[src/hw/rtl/sm3_pkg.sv]
// Shared types, constants and round functions for the SM3 digest block.
package sm3_pkg;

    typedef struct packed {
        logic [7:0] data_byte;
        logic       has_byte;
        logic       last;
    } t_in_word;

    typedef struct packed {
        logic [31:0] digest_word;
        logic        word_last;
    } t_out_word;

    // front-end command to the compression engine
    typedef struct packed {
        logic [511:0] block;
        logic         final_blk;
    } t_blk_cmd;

    localparam int QueueDepth = 2;
    localparam logic [7:0] PadByte = 8'h80;
    localparam logic [5:0] LenLimit = 6'd55;
    localparam logic [31:0] TLow = 32'h79cc4519;
    localparam logic [31:0] THigh = 32'h7a879d8a;
    localparam logic [255:0] Iv = {
        32'h7380166f, 32'h4914b2b9, 32'h172442d7, 32'hda8a0600,
        32'ha96f30bc, 32'h163138aa, 32'he38dee4d, 32'hb0fb0e4e};

    function automatic logic [31:0] rotl(input logic [31:0] x, input logic [4:0] n);
        logic [63:0] d;
        d = {x, x} << n;
        return d[63:32];
    endfunction

    function automatic logic [31:0] perm0(input logic [31:0] x);
        return x ^ rotl(x, 5'd9) ^ rotl(x, 5'd17);
    endfunction

    function automatic logic [31:0] perm1(input logic [31:0] x);
        return x ^ rotl(x, 5'd15) ^ rotl(x, 5'd23);
    endfunction

endpackage

[src/hw/rtl/sm3_engine.sv]
// Compression engine: one SM3 round per cycle, then digest word output after a final block.
module sm3_engine import sm3_pkg::*; (
    input  logic      i_clk,
    input  logic      i_rst_n,
    input  t_blk_cmd  i_cmd,
    input  logic      i_valid,
    output logic      o_ready,
    output t_out_word o_out,
    output logic      o_valid,
    input  logic      i_ready
);
    localparam logic [1:0] S_IDLE = 2'd0;
    localparam logic [1:0] S_RUN  = 2'd1;
    localparam logic [1:0] S_FOLD = 2'd2;
    localparam logic [1:0] S_OUT  = 2'd3;

    logic [1:0]  r_state;
    logic [31:0] r_v [8];
    logic [31:0] r_r [8];
    logic [31:0] r_w [16];
    logic [5:0]  r_rnd;
    logic        r_final;
    logic [2:0]  r_oidx;
    logic [31:0] w_wn, w_x, w_t, w_a12, w_ss1, w_ss2, w_tt1, w_tt2, w_ff, w_gg;
    logic        w_lo;

    assign o_ready = (r_state == S_IDLE);
    assign w_lo = (r_rnd < 6'd16);
    // window holds W[j..j+15]; new word W[j+16]
    assign w_x = r_w[0] ^ r_w[7] ^ rotl(r_w[13], 5'd15);
    assign w_wn = perm1(w_x) ^ rotl(r_w[3], 5'd7) ^ r_w[10];
    assign w_t = rotl(w_lo ? TLow : THigh, r_rnd[4:0]);
    assign w_a12 = rotl(r_r[0], 5'd12);
    assign w_ss1 = rotl(w_a12 + r_r[4] + w_t, 5'd7);
    assign w_ss2 = w_ss1 ^ w_a12;
    assign w_ff = w_lo ? (r_r[0] ^ r_r[1] ^ r_r[2])
                       : ((r_r[0] & r_r[1]) | (r_r[0] & r_r[2]) | (r_r[1] & r_r[2]));
    assign w_gg = w_lo ? (r_r[4] ^ r_r[5] ^ r_r[6]) : ((r_r[4] & r_r[5]) | (~r_r[4] & r_r[6]));
    assign w_tt1 = w_ff + r_r[3] + w_ss2 + (r_w[0] ^ r_w[4]);
    assign w_tt2 = w_gg + r_r[7] + w_ss1 + r_w[0];

    assign o_valid = (r_state == S_OUT);
    assign o_out = '{digest_word: r_v[r_oidx], word_last: (r_oidx == 3'd7)};

    always_ff @(posedge i_clk) begin
        if (!i_rst_n) begin
            r_state <= S_IDLE;
            r_rnd <= '0;
            r_oidx <= '0;
            r_final <= 1'b0;
            for (int k = 0; k < 8; k++) r_v[k] <= Iv[255-32*k -: 32];
        end else begin
            unique case (r_state)
                S_IDLE: begin
                    if (i_valid) begin
                        for (int k = 0; k < 16; k++) r_w[k] <= i_cmd.block[511-32*k -: 32];
                        for (int k = 0; k < 8; k++) r_r[k] <= r_v[k];
                        r_final <= i_cmd.final_blk;
                        r_rnd <= '0;
                        r_state <= S_RUN;
                    end
                end
                S_RUN: begin
                    for (int k = 0; k < 15; k++) r_w[k] <= r_w[k+1];
                    r_w[15] <= w_wn;
                    r_r[0] <= w_tt1;
                    r_r[1] <= r_r[0];
                    r_r[2] <= rotl(r_r[1], 5'd9);
                    r_r[3] <= r_r[2];
                    r_r[4] <= perm0(w_tt2);
                    r_r[5] <= r_r[4];
                    r_r[6] <= rotl(r_r[5], 5'd19);
                    r_r[7] <= r_r[6];
                    r_rnd <= r_rnd + 1'b1;
                    if (r_rnd == 6'd63) r_state <= S_FOLD;
                end
                S_FOLD: begin
                    for (int k = 0; k < 8; k++) r_v[k] <= r_v[k] ^ r_r[k];
                    r_oidx <= '0;
                    r_state <= r_final ? S_OUT : S_IDLE;
                end
                default: begin
                    if (i_ready) begin
                        r_oidx <= r_oidx + 1'b1;
                        if (r_oidx == 3'd7) begin
                            for (int k = 0; k < 8; k++) r_v[k] <= Iv[255-32*k -: 32];
                            r_state <= S_IDLE;
                        end
                    end
                end
            endcase
        end
    end
endmodule

[config.mk]
export PLATFORM = sky130hd
export DESIGN_NAME = sm3_engine
export DESIGN_NICKNAME = d
export VERILOG_FILES = /design/src/hw/rtl/sm3_pkg.sv /design/src/hw/rtl/sm3_engine.sv
export SDC_FILE = /design/constraint.sdc
export NUM_CORES = 2
export LEC_CHECK = 0
export BUFFER_PORTS_ARGS = -buffer_cell sky130_fd_sc_hd__buf_4
export CAP_MARGIN = 5
export CORE_UTILIZATION = 55
export CTS_BUF_LIST = sky130_fd_sc_hd__clkbuf_4 sky130_fd_sc_hd__clkbuf_8 sky130_fd_sc_hd__clkbuf_16
export CTS_CLUSTER_DIAMETER = 40
export DETAILED_ROUTE_END_ITERATION = 10
export GPL_TIMING_DRIVEN = 1
export PLACE_DENSITY = 0.75
export SLEW_MARGIN = 10
export SYNTH_ARGS = -nofsm -noshare
export SYNTH_HDL_FRONTEND = slang
export SYNTH_SLANG_ARGS = --single-unit
export TNS_END_PERCENT = 10
[constraint.sdc]
create_clock -name i_clk -period 54.4 [get_ports i_clk]
set_input_delay 5.44 -clock i_clk [delete_from_list [all_inputs] [get_ports i_clk]]
set_output_delay 5.44 -clock i_clk [all_outputs]
set_load 0.01 [all_outputs]
==> metrics.csv <==
stage;metric;value;unit
clocking;cts_tree;built;
setup_path;cp.required;54.89;ns
setup_path;crit_fanout;37;
clocking;post_cts_buffers;0;
drt;wl;229500;um
clocking;cts_buffers;146;
floorplanning;start_util;55.80;%
setup_path;worst_r2r_path_depth;34;
sta;timing.hold.ws;0.4925;ns
drt;drc;0;
setup_path;crit_type;reg2reg;
sta;worst_pin_slew;1.153;ns
drt;drtIter0Drc;6444;
global_routing;overflow;0;
setup_path;slowest_delay;0.73;ns
global_routing;grt_max_degree;216;
setup_path;rrSetupSlack;43.80;ns
outcome;status;finished, final reports clean;
global_routing;grt_pass1_wl;322400;um
synthesis;syn_area_per_cell;9.778;um^2
sta;finalMaxSlewViolations;0;
drt;dr.pass1.iters;8;
floorplanning;die_h;332.7;um
floorplanning;die_w;332.7;um
sta;hold_violations;0;
synthesis;yosys_warnings;0;
layout;final_area;70480;um^2
sta;fin_crit_sh;19.49;%
job;maxCapViolCount;0;
layout;drive_gt1_share;15.03;%
floorplanning;die-area;110700;um^2
synthesis;yosysTopAreaCell;edfxtp_1;
floorplanning;rows;120;
synthesis;async_flop_share;0;%
setup_path;r2r_start;r_rnd[5];
synthesis;synth_area;60150;um^2
placed_design;hpwlAfterDp;175700;um
clocking;cts_hold_buf;0;
sta;relSlewSlack;23.12;%
setup_path;cp-start-kind;register;
layout;stdcell_count;8140;
setup_path;worst_r2r_endpoint;r_r[0][30];
sta;fin_crit;10.60;ns
setup_path;crit_buf_inv;3;
min_path;min_path_type;reg2reg;
clocking;max-clock-path-buffers;3;
synthesis;synth_ff_type;edfxtp_1;
layout;nNetsFinal;7419;
clocking;clockRootBuffer;clkbuf_16;
clocking;cts_sinks;1039;
clocking;clk_latency;0.77;ns
synthesis;synth_cells;6152;
synthesis;syn_nets;6962;
synthesis;yosysSeqAreaShare;49.49;%
synthesis;synth_top_area_share;44.73;%
global_routing;track_usage;41.24;%
synthesis;synth-seq-cells;1039;
global_routing;first_global_vias;45930;
global_routing;antenna_found_initial;20;
sta;setup_viol;0;
clocking;clk_pin_slew_worst_paths;0.06;ns
drt;antenna_left;0;
sta;setup_tns;0;ns
drt;avgViaCountPerCell;5.964;
placed_design;port_buffers;551;
setup_path;cp.depth;34;
layout;syn_to_final_growth;17.16;%
setup_path;crit_path_end_kind;register;
min_path;holdPathStages;2;
setup_path;endpoint;r_r[0][30];
setup_path;arrival;11.09;ns
synthesis;yosysUniqueCellTypes;83;
placed_design;gp_congestion;1.035;
setup_path;cp_slowest_cell;buf_4;
synthesis;synth_edf_count;896;
floorplanning;core;107800;um^2
setup_path;critPathTopFamily;compound AO/OA/AOI/OAI gates;
setup_path;critPathLaunch;r_rnd[5];
synthesis;synthTopCellsByArea;edfxtp_1 (45%), nand2_1 (14%), xnor2_1 (6.5%);
clocking;htree_levels;4;
floorplanning;io_pins;552;
sta;skew;0.03742;ns
sta;rsz0062_at_grt;no;
drt;vias;48550;
placed_design;dp.cells;7864;
placed_design;placed_area;65370;um^2
drt;wire_per_inst;28.20;um
sta;fmax;0.09433;GHz
clocking;cts-resized-gates;0;
layout make-up:
| cell class | count | area, um^2 |
|---|---|---|
| multi-input cells | 4538 | 28260 |
| inverters | 287 | 1077 |
| diodes | 12 | 30.03 |
| clock inverters | 96 | 1137 |
| repair buffers | 597 | 4507 |
| well taps | 1403 | 1755 |
| flip-flops and latches | 1039 | 29780 |
| fillers | 8566 | 37320 |
| clock buffers | 168 | 3938 |
synthesized netlist by cell type (11+ instances only):
cell type and count:
nor2_1 252, xnor2_1 446, fa_1 188, a31oi_1 14
ha_1 105, nand3_1 43, and3_1 42, o211ai_1 24
mux2i_1 58, edfxtp_1 896, mux2_2 50, o21ai_0 293
nor3_1 38, inv_1 284, mux4_2 65, a21oi_1 173
dfxtp_1 143, buf_1 30, a21o_1 30, clkbuf_1 253
o31ai_1 11, xor2_1 185, nand2_1 2312, o21a_1 16
nand2b_1 23, a211oi_1 12
through the flow:
| stage | util [%] | setup slack, ns |
|---|---|---|
| CTS | 65.35 | 44.00 |
| floorplan | - | 30.09 |
| global placement | 60.64 | 44.16 |
| global route | 65.37 | 43.44 |
| detailed placement | 60.64 | 44.05 |
| finish | 65.38 | 43.80 |
cell usage in the layout (no fill, tap or decap), types with 16 or more instances in the layout:
cell	count
nand2_1	2308
edfxtp_1	896
buf_4	595
xnor2_1	446
o21ai_0	293
inv_1	283
nor2_1	250
fa_1	188
xor2_1	185
a21oi_1	173
clkbuf_16	151
dfxtp_1	138
ha_1	104
mux4_2	65
mux2i_1	58
mux2_2	50
nand3_1	42
and3_1	42
nor3_1	38
a21o_1	30
o211ai_1	24
nand2b_1	22
clkinvlp_4	18
inv_6	17
bufinv_16	17
o21a_1	16
layer usage:
layer  share of wire [%]  GRT usage [%]  routed length (um)
met1                  36          51.80               82570
met2                  45          63.21              103500
met3                  10          8.576               23400
met4                 8.7          30.61               19940
met5               0.041              0                  95
cells by family after synthesis:
logic type / share of synthesized area, %
AND/OR/NAND/NOR: 18.02
flip-flops: 49.49
AO/OA/AOI/OAI: 6.458
XOR/XNOR: 9.605
buffers and inverters: 3.652
adder cells (fa/ha/maj): 8.441
multiplexers: 4.335
worst min-delay path, delay by kind of cell, from the launching register on:
kind | cells | cell delay (ns)
and+or+nand+nor | 1 | 0.06
DFF | 1 | 0.33
AOI/OAI and AO/OA | 1 | 0.05
sequential cells by signal (all words and copies together), names as in the netlist, named ones only:
name	cells
r_final	1
r_oidx	3
r_r	256
r_rnd	6
r_state	2
r_v	256
r_w	512
worst min path at each step:
stage / slack [ns] / start / to
after CTS: 0.49 / r_w[0][85] / r_w[0][53]
after global placement: 0.48 / r_final / r_final
after floorplan: 0.45 / r_final / r_final
after global routing: 0.52 / r_w[1][247] / r_w[1][215]
after detailed placement: 0.49 / r_w[1][21] / r_w[0][245]
final: 0.49 / r_final / r_final
Power is not shown: default switching activity piles up to over one toggle a cycle in this logic, so the estimate is an artifact.
