File: src/hw/rtl/sm3_pkg.sv
// Shared types, constants and round functions for the SM3 digest block.
package sm3_pkg;

    typedef struct packed {
        logic [7:0] data_byte;
        logic       has_byte;
        logic       last;
    } t_in_word;

    typedef struct packed {
        logic [31:0] digest_word;
        logic        word_last;
    } t_out_word;

    // front-end command to the compression engine
    typedef struct packed {
        logic [511:0] block;
        logic         final_blk;
    } t_blk_cmd;

    localparam int QueueDepth = 2;
    localparam logic [7:0] PadByte = 8'h80;
    localparam logic [5:0] LenLimit = 6'd55;
    localparam logic [31:0] TLow = 32'h79cc4519;
    localparam logic [31:0] THigh = 32'h7a879d8a;
    localparam logic [255:0] Iv = {
        32'h7380166f, 32'h4914b2b9, 32'h172442d7, 32'hda8a0600,
        32'ha96f30bc, 32'h163138aa, 32'he38dee4d, 32'hb0fb0e4e};

    function automatic logic [31:0] rotl(input logic [31:0] x, input logic [4:0] n);
        logic [63:0] d;
        d = {x, x} << n;
        return d[63:32];
    endfunction

    function automatic logic [31:0] perm0(input logic [31:0] x);
        return x ^ rotl(x, 5'd9) ^ rotl(x, 5'd17);
    endfunction

    function automatic logic [31:0] perm1(input logic [31:0] x);
        return x ^ rotl(x, 5'd15) ^ rotl(x, 5'd23);
    endfunction

endpackage

File: src/hw/rtl/sm3_queue.sv
// Small command queue between the front end and the compression engine.
module sm3_queue import sm3_pkg::*; #(
    parameter int Depth = QueueDepth
) (
    input  logic     i_clk,
    input  logic     i_rst_n,
    input  t_blk_cmd i_cmd,
    input  logic     i_valid,
    output logic     o_ready,
    output t_blk_cmd o_cmd,
    output logic     o_valid,
    input  logic     i_ready
);
    localparam int Aw = (Depth > 1) ? $clog2(Depth) : 1;
    t_blk_cmd        r_mem [Depth];
    logic [Aw-1:0]   r_wp, r_rp;
    logic [Aw:0]     r_cnt;
    logic            w_push, w_pop;

    assign o_ready = (r_cnt != (Aw+1)'(Depth));
    assign o_valid = (r_cnt != '0);
    assign o_cmd = r_mem[r_rp];
    assign w_push = i_valid && o_ready;
    assign w_pop = o_valid && i_ready;

    always_ff @(posedge i_clk) begin
        if (w_push) r_mem[r_wp] <= i_cmd;
        if (!i_rst_n) begin
            r_wp <= '0;
            r_rp <= '0;
            r_cnt <= '0;
        end else begin
            if (w_push) r_wp <= (r_wp == Aw'(Depth-1)) ? '0 : r_wp + 1'b1;
            if (w_pop) r_rp <= (r_rp == Aw'(Depth-1)) ? '0 : r_rp + 1'b1;
            r_cnt <= r_cnt + {{Aw{1'b0}}, w_push} - {{Aw{1'b0}}, w_pop};
        end
    end
endmodule

File: config.mk
export PLATFORM = sky130hd
export DESIGN_NAME = sm3_queue
export DESIGN_NICKNAME = d
export VERILOG_FILES = /design/src/hw/rtl/sm3_pkg.sv /design/src/hw/rtl/sm3_queue.sv
export SDC_FILE = /design/constraint.sdc
export NUM_CORES = 1
export LEC_CHECK = 0
export ABC_AREA = 1
export BUFFER_PORTS_ARGS = -buffer_cell sky130_fd_sc_hd__buf_2
export CAP_MARGIN = 20
export CORE_AREA = 2 2 398 400
export DETAILED_ROUTE_END_ITERATION = 8
export DIE_AREA = 0 0 400 402
export SYNTH_ARGS = -nofsm -noshare
export SYNTH_HDL_FRONTEND = slang
export SYNTH_SLANG_ARGS = --single-unit
File: constraint.sdc
create_clock -name i_clk -period 30.4 [get_ports i_clk]
set_input_delay 1.52 -clock i_clk [delete_from_list [all_inputs] [get_ports i_clk]]
set_output_delay 1.52 -clock i_clk [all_outputs]
set_load 0.02 [all_outputs]
==> results of run 1 <==
-- metal layers --
metal / global-route usage [%] / share of wire, % / vias to the layer above
met5: 0.182 / 0.51 / -
met4: 5.09 / 3.3 / 86
met3: 4.98 / 9.2 / 227
met2: 21.2 / 50 / 781
met1: 13.6 / 37 / 9944
li1: - / - / 8776
-- stage by stage --
| step | worst slack (ns) | hold WS [ns] | cells |
|---|---|---|---|
| detailed placement | 23.88 | 0.487 | 4699 |
| CTS | 23.76 | 0.500 | 4891 |
| floorplan | 6.08 | 0.467 | 1632 |
| global placement | 23.83 | 0.489 | 4699 |
| finish | 23.90 | 0.498 | 4906 |
| global route | 23.61 | 0.564 | 4900 |
-- logic make-up (layout without fill, tap and decap cells) --
logic type / count (synthesis) / count (layout) / synth area share [%]
XOR/XNOR: 1 / 1 / 0.0234
adder cells (fa/ha/maj): 1 / 1 / 0.0334
other: 0 / 15 / 0
AO/OA/AOI/OAI: 1 / 1 / 0.0134
AND/OR/NAND/NOR: 21 / 21 / 0.214
multiplexers: 513 / 513 / 15.4
buffers and inverters: 64 / 1251 / 1.72
flip-flops: 1031 / 1031 / 82.6
-- flip-flops by register name (all words and copies together), names as in the netlist, named ones only --
name,count
r_mem,1026
r_rp,1
r_wp,1
r_cnt,2
-- area by class of cell --
type | instances | area [um^2]
fill | 15554 | 109000
sequential | 1031 | 30900
multi-input combinational | 537 | 5900
timing repair buffer | 1052 | 5340
clock buffer | 130 | 2830
tap | 2072 | 2590
clock inverter | 62 | 687
antenna | 15 | 37.5
inverter | 7 | 26.3
-- worst max-delay path: stages (launching register included) --
cell	delay, ns
dfxtp_4	0.87
buf_4	0.82
buf_4	0.82
buf_12	0.64
mux2_2	0.50
buf_2	0.19
-- worst max path at each step --
stage / end
floorplan: r_mem[1][0]
finish: o_cmd[249]
detailed placement: r_mem[1][255]
global route: o_cmd[249]
CTS: o_cmd[249]
global placement: r_mem[1][321]
-- cells in the final DEF, fill, tap and decap left out, types with 2 or more instances in the layout --
cell,count
diode_2,15
mux2_2,513
clkinv_16,3
clkinv_1,21
inv_8,2
nor2_1,7
inv_1,7
nand2_1,11
buf_12,2
buf_2,1031
dfxtp_1,4
clkinv_2,17
clkinv_4,4
edfxtp_1,1026
clkbuf_1,20
bufinv_16,11
inv_6,2
clkbuf_16,110
buf_4,19
nor2_4,2
-- power by group through the flow --
stage | logic, mW | clock network [mW] | registers (mW)
6_report | 1.11 | 1.31 | 1.85
3_3_place_gp | 1.13 | 0 | 1.87
2_1_floorplan | 0.725 | 0 | 2.06
4_1_cts | 1.13 | 1.35 | 1.85
3_5_place_dp | 1.13 | 0 | 1.88
5_1_grt | 1.17 | 1.40 | 1.87
==> impl_results.md, run 1 <==
- Net count, final: ~3300
- # H-tree levels: 3
- Clock Tree Root: clkbuf_16
- TritonCTS clock tree: built
- Pint: roughly 3 mW
- Clock transition at path regs: roughly 0.05 ns
- Worst EP required: roughly 29 ns
- Maximum fanout along the worst path: between 150 and 200
- Hold Violations, Final: 0
- Vias in the first global route: about 20000
- Top-count cell post-synth: edfxtp_1
- Final Power: around 4.3 mW
- TNS Setup: 0 ns
- HPWL Detailed: 77.1 mm
- Seq cells post-synth: 1031
- Count of cell types in the netlist: 12
- Sw frac: 30.9%
- Port Buffers: 1031
- Final RePlAce weighted congestion: roughly 0.84
- Slew @ Worst Pin: 1.08 ns
- Starting density of the core: 23.8%
- Commonest cells post-synth: 1026 x edfxtp_1, 513 x mux2_2, 53 x buf_6
- Die Wd: 400 um
- Clock power frac: a little under a third
- Placeable Area: 157000 um^2
- Total number of vias: about 20000
- Dpl cell area: 44800 um^2
- Clk_lat worst skew: approximately 0.70 ns
- Post-route core utilization: a little under a third
- Hold_sp: r_rp
- Register area share after synthesis: between 80 and 90%
- Worst min path class: flip-flop to flip-flop
- Worst Path Class, Setup: flip-flop to output pin
- Antenna violations before repair: 75
- Area Growth Syn to Fin: 29.1%
- Mapped cell area: 37400 um^2
- Hold path cells: 2
- CTS buffer count: roughly 110
- Vias per cell: roughly 4
- Dominant synthesized flop cell: edfxtp_1
- Comb pwr share: 25.9%
- Tot GR Track Use: between 10% and 20%
- Row count: approximately 150
- Fmax: 154 MHz
- Final Cell Area: about 48000 um^2
- Mapped Nets: about 2200
- IO Pins: approximately 1000
- Post-Syn Instances: around 1600
- Initial DRC count: between 1000 and 1500
- Period utilization: 21.4%
- Sw power: 1.32 mW
- DR WL/cell: around 22 um
- Endpoint class of the critical path: output pin
- GRT overflow: 0
- Slew Limit Fails: 0
- Ys async rst share: 0%
- Status: completed
- Synth top area cells: edfxtp_1 82%, mux2_2 15%, buf_6 1.6%, dfxtp_1 0.27%, nand2_1 0.11%
- # DRC: 0
- Antenna Nets Post-Route: 0
- Sequential power share: between 40% and 50%
- Final Skew: slightly above 0.04 ns
- RR Endpoint: r_mem[1][460]
- Final WL: approximately 110 mm
- Peak supply drop: between 0.06 and 0.07 mV
- Clock Path Buffers: 3
- Hold-fix buffers, CTS: 0
- First-pass GRT wire length: roughly 140 mm
- DR pass1 iterations: 5
- Warnings from Yosys: 0
- CTS Sinks: 1031
- Die footprint: roughly 160000 um^2
- Yosys top cell area share: between 80% and 90%
- Max Cap Viol: 0
- Reg-to-Reg Start: r_cnt[0]
- Post CTS Setup Buffer Count: 0
- Synth area leader: edfxtp_1
- Layout cells sized above 1: between 60% and 70%
- LEAKAGE: between 15 and 20 nW
- Post-synth EDFFs: about 1000
- FF-to-FF setup slack: ~25 ns
- Worst Setup Start Kind: flip-flop
- Power per cell area: about 90 nW/um^2
- Setup violators final: 0
- Post-CTS Resized: 0
- Die outline height: between 400 and 500 um
- Final period demand of the worst path: 6.50 ns
- Max-slew headroom: 27.7%
- RSZ-0062 raised after global routing: no
- R2R depth: 8
- Mean Syn Cell Area: 22.9 um^2
- Largest net degree at the start of global routing: 152
- Arrival @ worst endpoint: 4.98 ns
Note: power is estimated with default switching activity, not from simulation.
==> run 2, diff against run 1 <==
==> constraint.sdc (replaced) <==
create_clock -name i_clk -period 6.15 [get_ports i_clk]
set_input_delay 0.3075 -clock i_clk [delete_from_list [all_inputs] [get_ports i_clk]]
set_output_delay 0.3075 -clock i_clk [all_outputs]
set_load 0.02 [all_outputs]
==> run 2 against run 1 <==
Sequential power grew to 5.0 times the previous value. Sequential share of layout area down 6.3 points. Worst setup slack lost 21 ns. Via count increased by 10%. Clock skew is 0.0042 ns lower. Hold slack worse by 0.21 ns. Global-route usage up 0.84 points. Critical path type unchanged. Largest cell class unchanged. Highest routed layer unchanged.
==> impl_results.md, run 2 (synthesized netlist as in run 1, its figures left out) <==
- Top reg by flops: r_mem (unchanged)
- CTS Sinks: 1031 (unchanged)
- Final RePlAce weighted congestion: 0.872 (was 0.837)
- Antenna Nets Post-Route: 0 (unchanged)
- Area Growth Syn to Fin: 43.3% (was 29.1%)
- Post-CTS Resized: 0 (unchanged)
- Fmax: 290 MHz
- Tot GR Track Use: 13.3% (was 12.4%)
- Arrival @ worst endpoint: 3.14 ns (was 4.98 ns)
- Hold Violations, Final: 0 (unchanged)
- Peak supply drop: 0.289 mV (was 0.0635 mV)
- Crit path cell chain: buf_12 -> mux2_2 -> buf_2 (was buf_4 -> buf_4 -> buf_12 -> mux2_2 -> buf_2)
- Total number of vias: 21838 (was 19814)
- Worst EP required: 5.84 ns (was 28.88 ns)
- Setup violators final: 0 (unchanged)
- IO Pins: 1032 (unchanged)
- Placeable Area: 157000 um^2 (unchanged)
- DR WL/cell: 20.6 um (was 21.7 um)
- Antenna violations before repair: 35 (was 75)
- Final period demand of the worst path: 3.45 ns
- Clock transition at path regs: 0.06 ns (was 0.05 ns)
- Worst Setup Start Kind: flip-flop (unchanged)
- Filler cells: 14994 (was 15554)
- DR pass1 iterations: 5 (unchanged)
- LEAKAGE: 19.7 nW (was 17.5 nW)
- Max stage delay on crit path: 0.84 ns (was 0.87 ns)
- Largest register FFs: 1026 (unchanged)
- HPWL Detailed: 78.9 mm (was 77.1 mm)
- Net count, final: 3786 (was 3256)
- Port Buffers: 1031 (unchanged)
- Leading cell type in the layout, fill and taps excluded: buf_2 (unchanged)
- TNS Setup: 0 ns (unchanged)
- Post-route insts no fill: 5444 (was 4906)
- Final WL: 112 mm (was 106 mm)
- Placed Cells incl. Taps: 4715 (was 4699)
- Hold-fix buffers, CTS: 516 (was 0)
- Vias per cell: 4.01 (was 4.04)
- WHS: 0.292 ns (was 0.498 ns)
- Maximum fanout along the worst path: 156 (was 151)
- Die Wd: 400 um (unchanged)
- Crit path max-delay cell type: dfxtp_4 (unchanged)
- Status: completed (unchanged)
- Slew Limit Fails: 0 (unchanged)
- Clock Path Buffers: 3 (unchanged)
- RSZ-0062 raised after global routing: no (unchanged)
- Die footprint: 161000 um^2 (unchanged)
- Biggest regs: r_mem: 1026 flops, r_cnt: 2 flops (unchanged)
- # H-tree levels: 3 (unchanged)
- First-pass GRT wire length: 154 mm (was 142 mm)
- Most frequent cells in the layout: 1031 x buf_2, 1026 x edfxtp_1, 516 x dlygate4sd3_1, 513 x mux2_2, 109 x clkbuf_16 (was 1031 x buf_2, 1026 x edfxtp_1, 513 x mux2_2, 110 x clkbuf_16, 21 x clkinv_1)
- GRT overflow: 0 (unchanged)
- Final Skew: 0.0372 ns (was 0.0415 ns)
- # DRC: 0 (unchanged)
- TritonCTS clock tree: built (unchanged)
- Clk_lat worst skew: 0.74 ns (was 0.70 ns)
- Vias in the first global route: 23070 (was 20247)
- Post CTS Setup Buffer Count: 0 (unchanged)
- Largest net degree at the start of global routing: 157 (was 152)
- Starting density of the core: 23.8% (unchanged)
- Initial DRC count: 1368 (was 1244)
- Worst min path class: input port to flip-flop (was flip-flop to flip-flop)
- Worst Path Class, Setup: flip-flop to output pin (unchanged)
- Final Power: 21.2 mW (was 4.26 mW)
- Row count: 146 (unchanged)
- Slew @ Worst Pin: 1.12 ns (was 1.08 ns)
- Die outline height: 402 um (unchanged)
- Period utilization: a little under three fifths
- Clock Tree Root: clkbuf_16 (unchanged)
- Layout cells sized above 1: 51.8% (was 61.0%)
- Power per cell area: 396 nW/um^2 (was 88.2 nW/um^2)
- Max Cap Viol: 0 (unchanged)
- Endpoint class of the critical path: output pin (unchanged)
- CTS buffer count: 107 (was 109)
- Max-slew headroom: 25.5% (was 27.7%)
run 2: cell types whose count changed in the layout (fill, tap and decap cells not counted), moves of 3 or more:
cell	delta
clkbuf_1	+4
dlygate4sd3_1	+516
buf_12	+10
diode_2	+6
bufinv_16	-4
buf_4	+6
clkinvlp_4	+3
run 2: final timing paths:
kind	startpoint	to	slack (ns)	cells past startpoint
worst max-delay path	flip-flop	o_cmd[349]	2.70	3
worst min-delay path	i_cmd[338]	r_mem[0][338]	0.29	2
worst min register to register	r_rp	r_rp	0.49	2
worst max register to register	r_cnt[0]	r_mem[1][441]	3.59	6
run 2: metal layers:
metal / vias to the layer above / wire (um) / global-route usage [%]
met5: - / 90 / 0
met4: 14 / 4710 / 6.25
met3: 200 / 9180 / 4.15
met2: 885 / 55400 / 22.6
met1: 10894 / 42900 / 15.0
li1: 9845 / - / -
run 2: power breakdown:
group | leakage, nW | switching, mW | internal (mW)
clock network | 1.64 | 2.72 | 3.55
logic | 8.41 | 3.62 | 2.18
registers | 9.63 | 0.250 | 8.91
run 2: layout make-up:
| class | count | area [um^2] | share of cell area, % |
|---|---|---|---|
| Clock buffer | 133 | 2820 | 5.25 |
| Tap cell | 2072 | 2590 | 4.83 |
| Inverter | 7 | 26.3 | 0.0490 |
| Clock inverter | 59 | 563 | 1.05 |
| Timing Repair Buffer | 1584 | 10800 | 20.0 |
| Antenna cell | 21 | 52.6 | 0.0980 |
| Multi-Input combinational cell | 537 | 5910 | 11.0 |
| Sequential cell | 1031 | 30900 | 57.6 |
run 2: per-stage QoR:
stage	instance area (um^2)	utilization, %	worst slack (ns)
finish	53600	34.1	2.70
floorplan	37500	-	-2.43
CTS	53600	34.1	2.56
global placement	45000	28.7	3.38
detailed placement	45000	28.7	3.37
global route	53600	34.1	2.51
run 2: critical path, delay by kind of cell (launching register included):
kind	cells	cell delay, ns
buffers and inverters	2	0.72
DFF	1	0.84
muxes	1	0.44
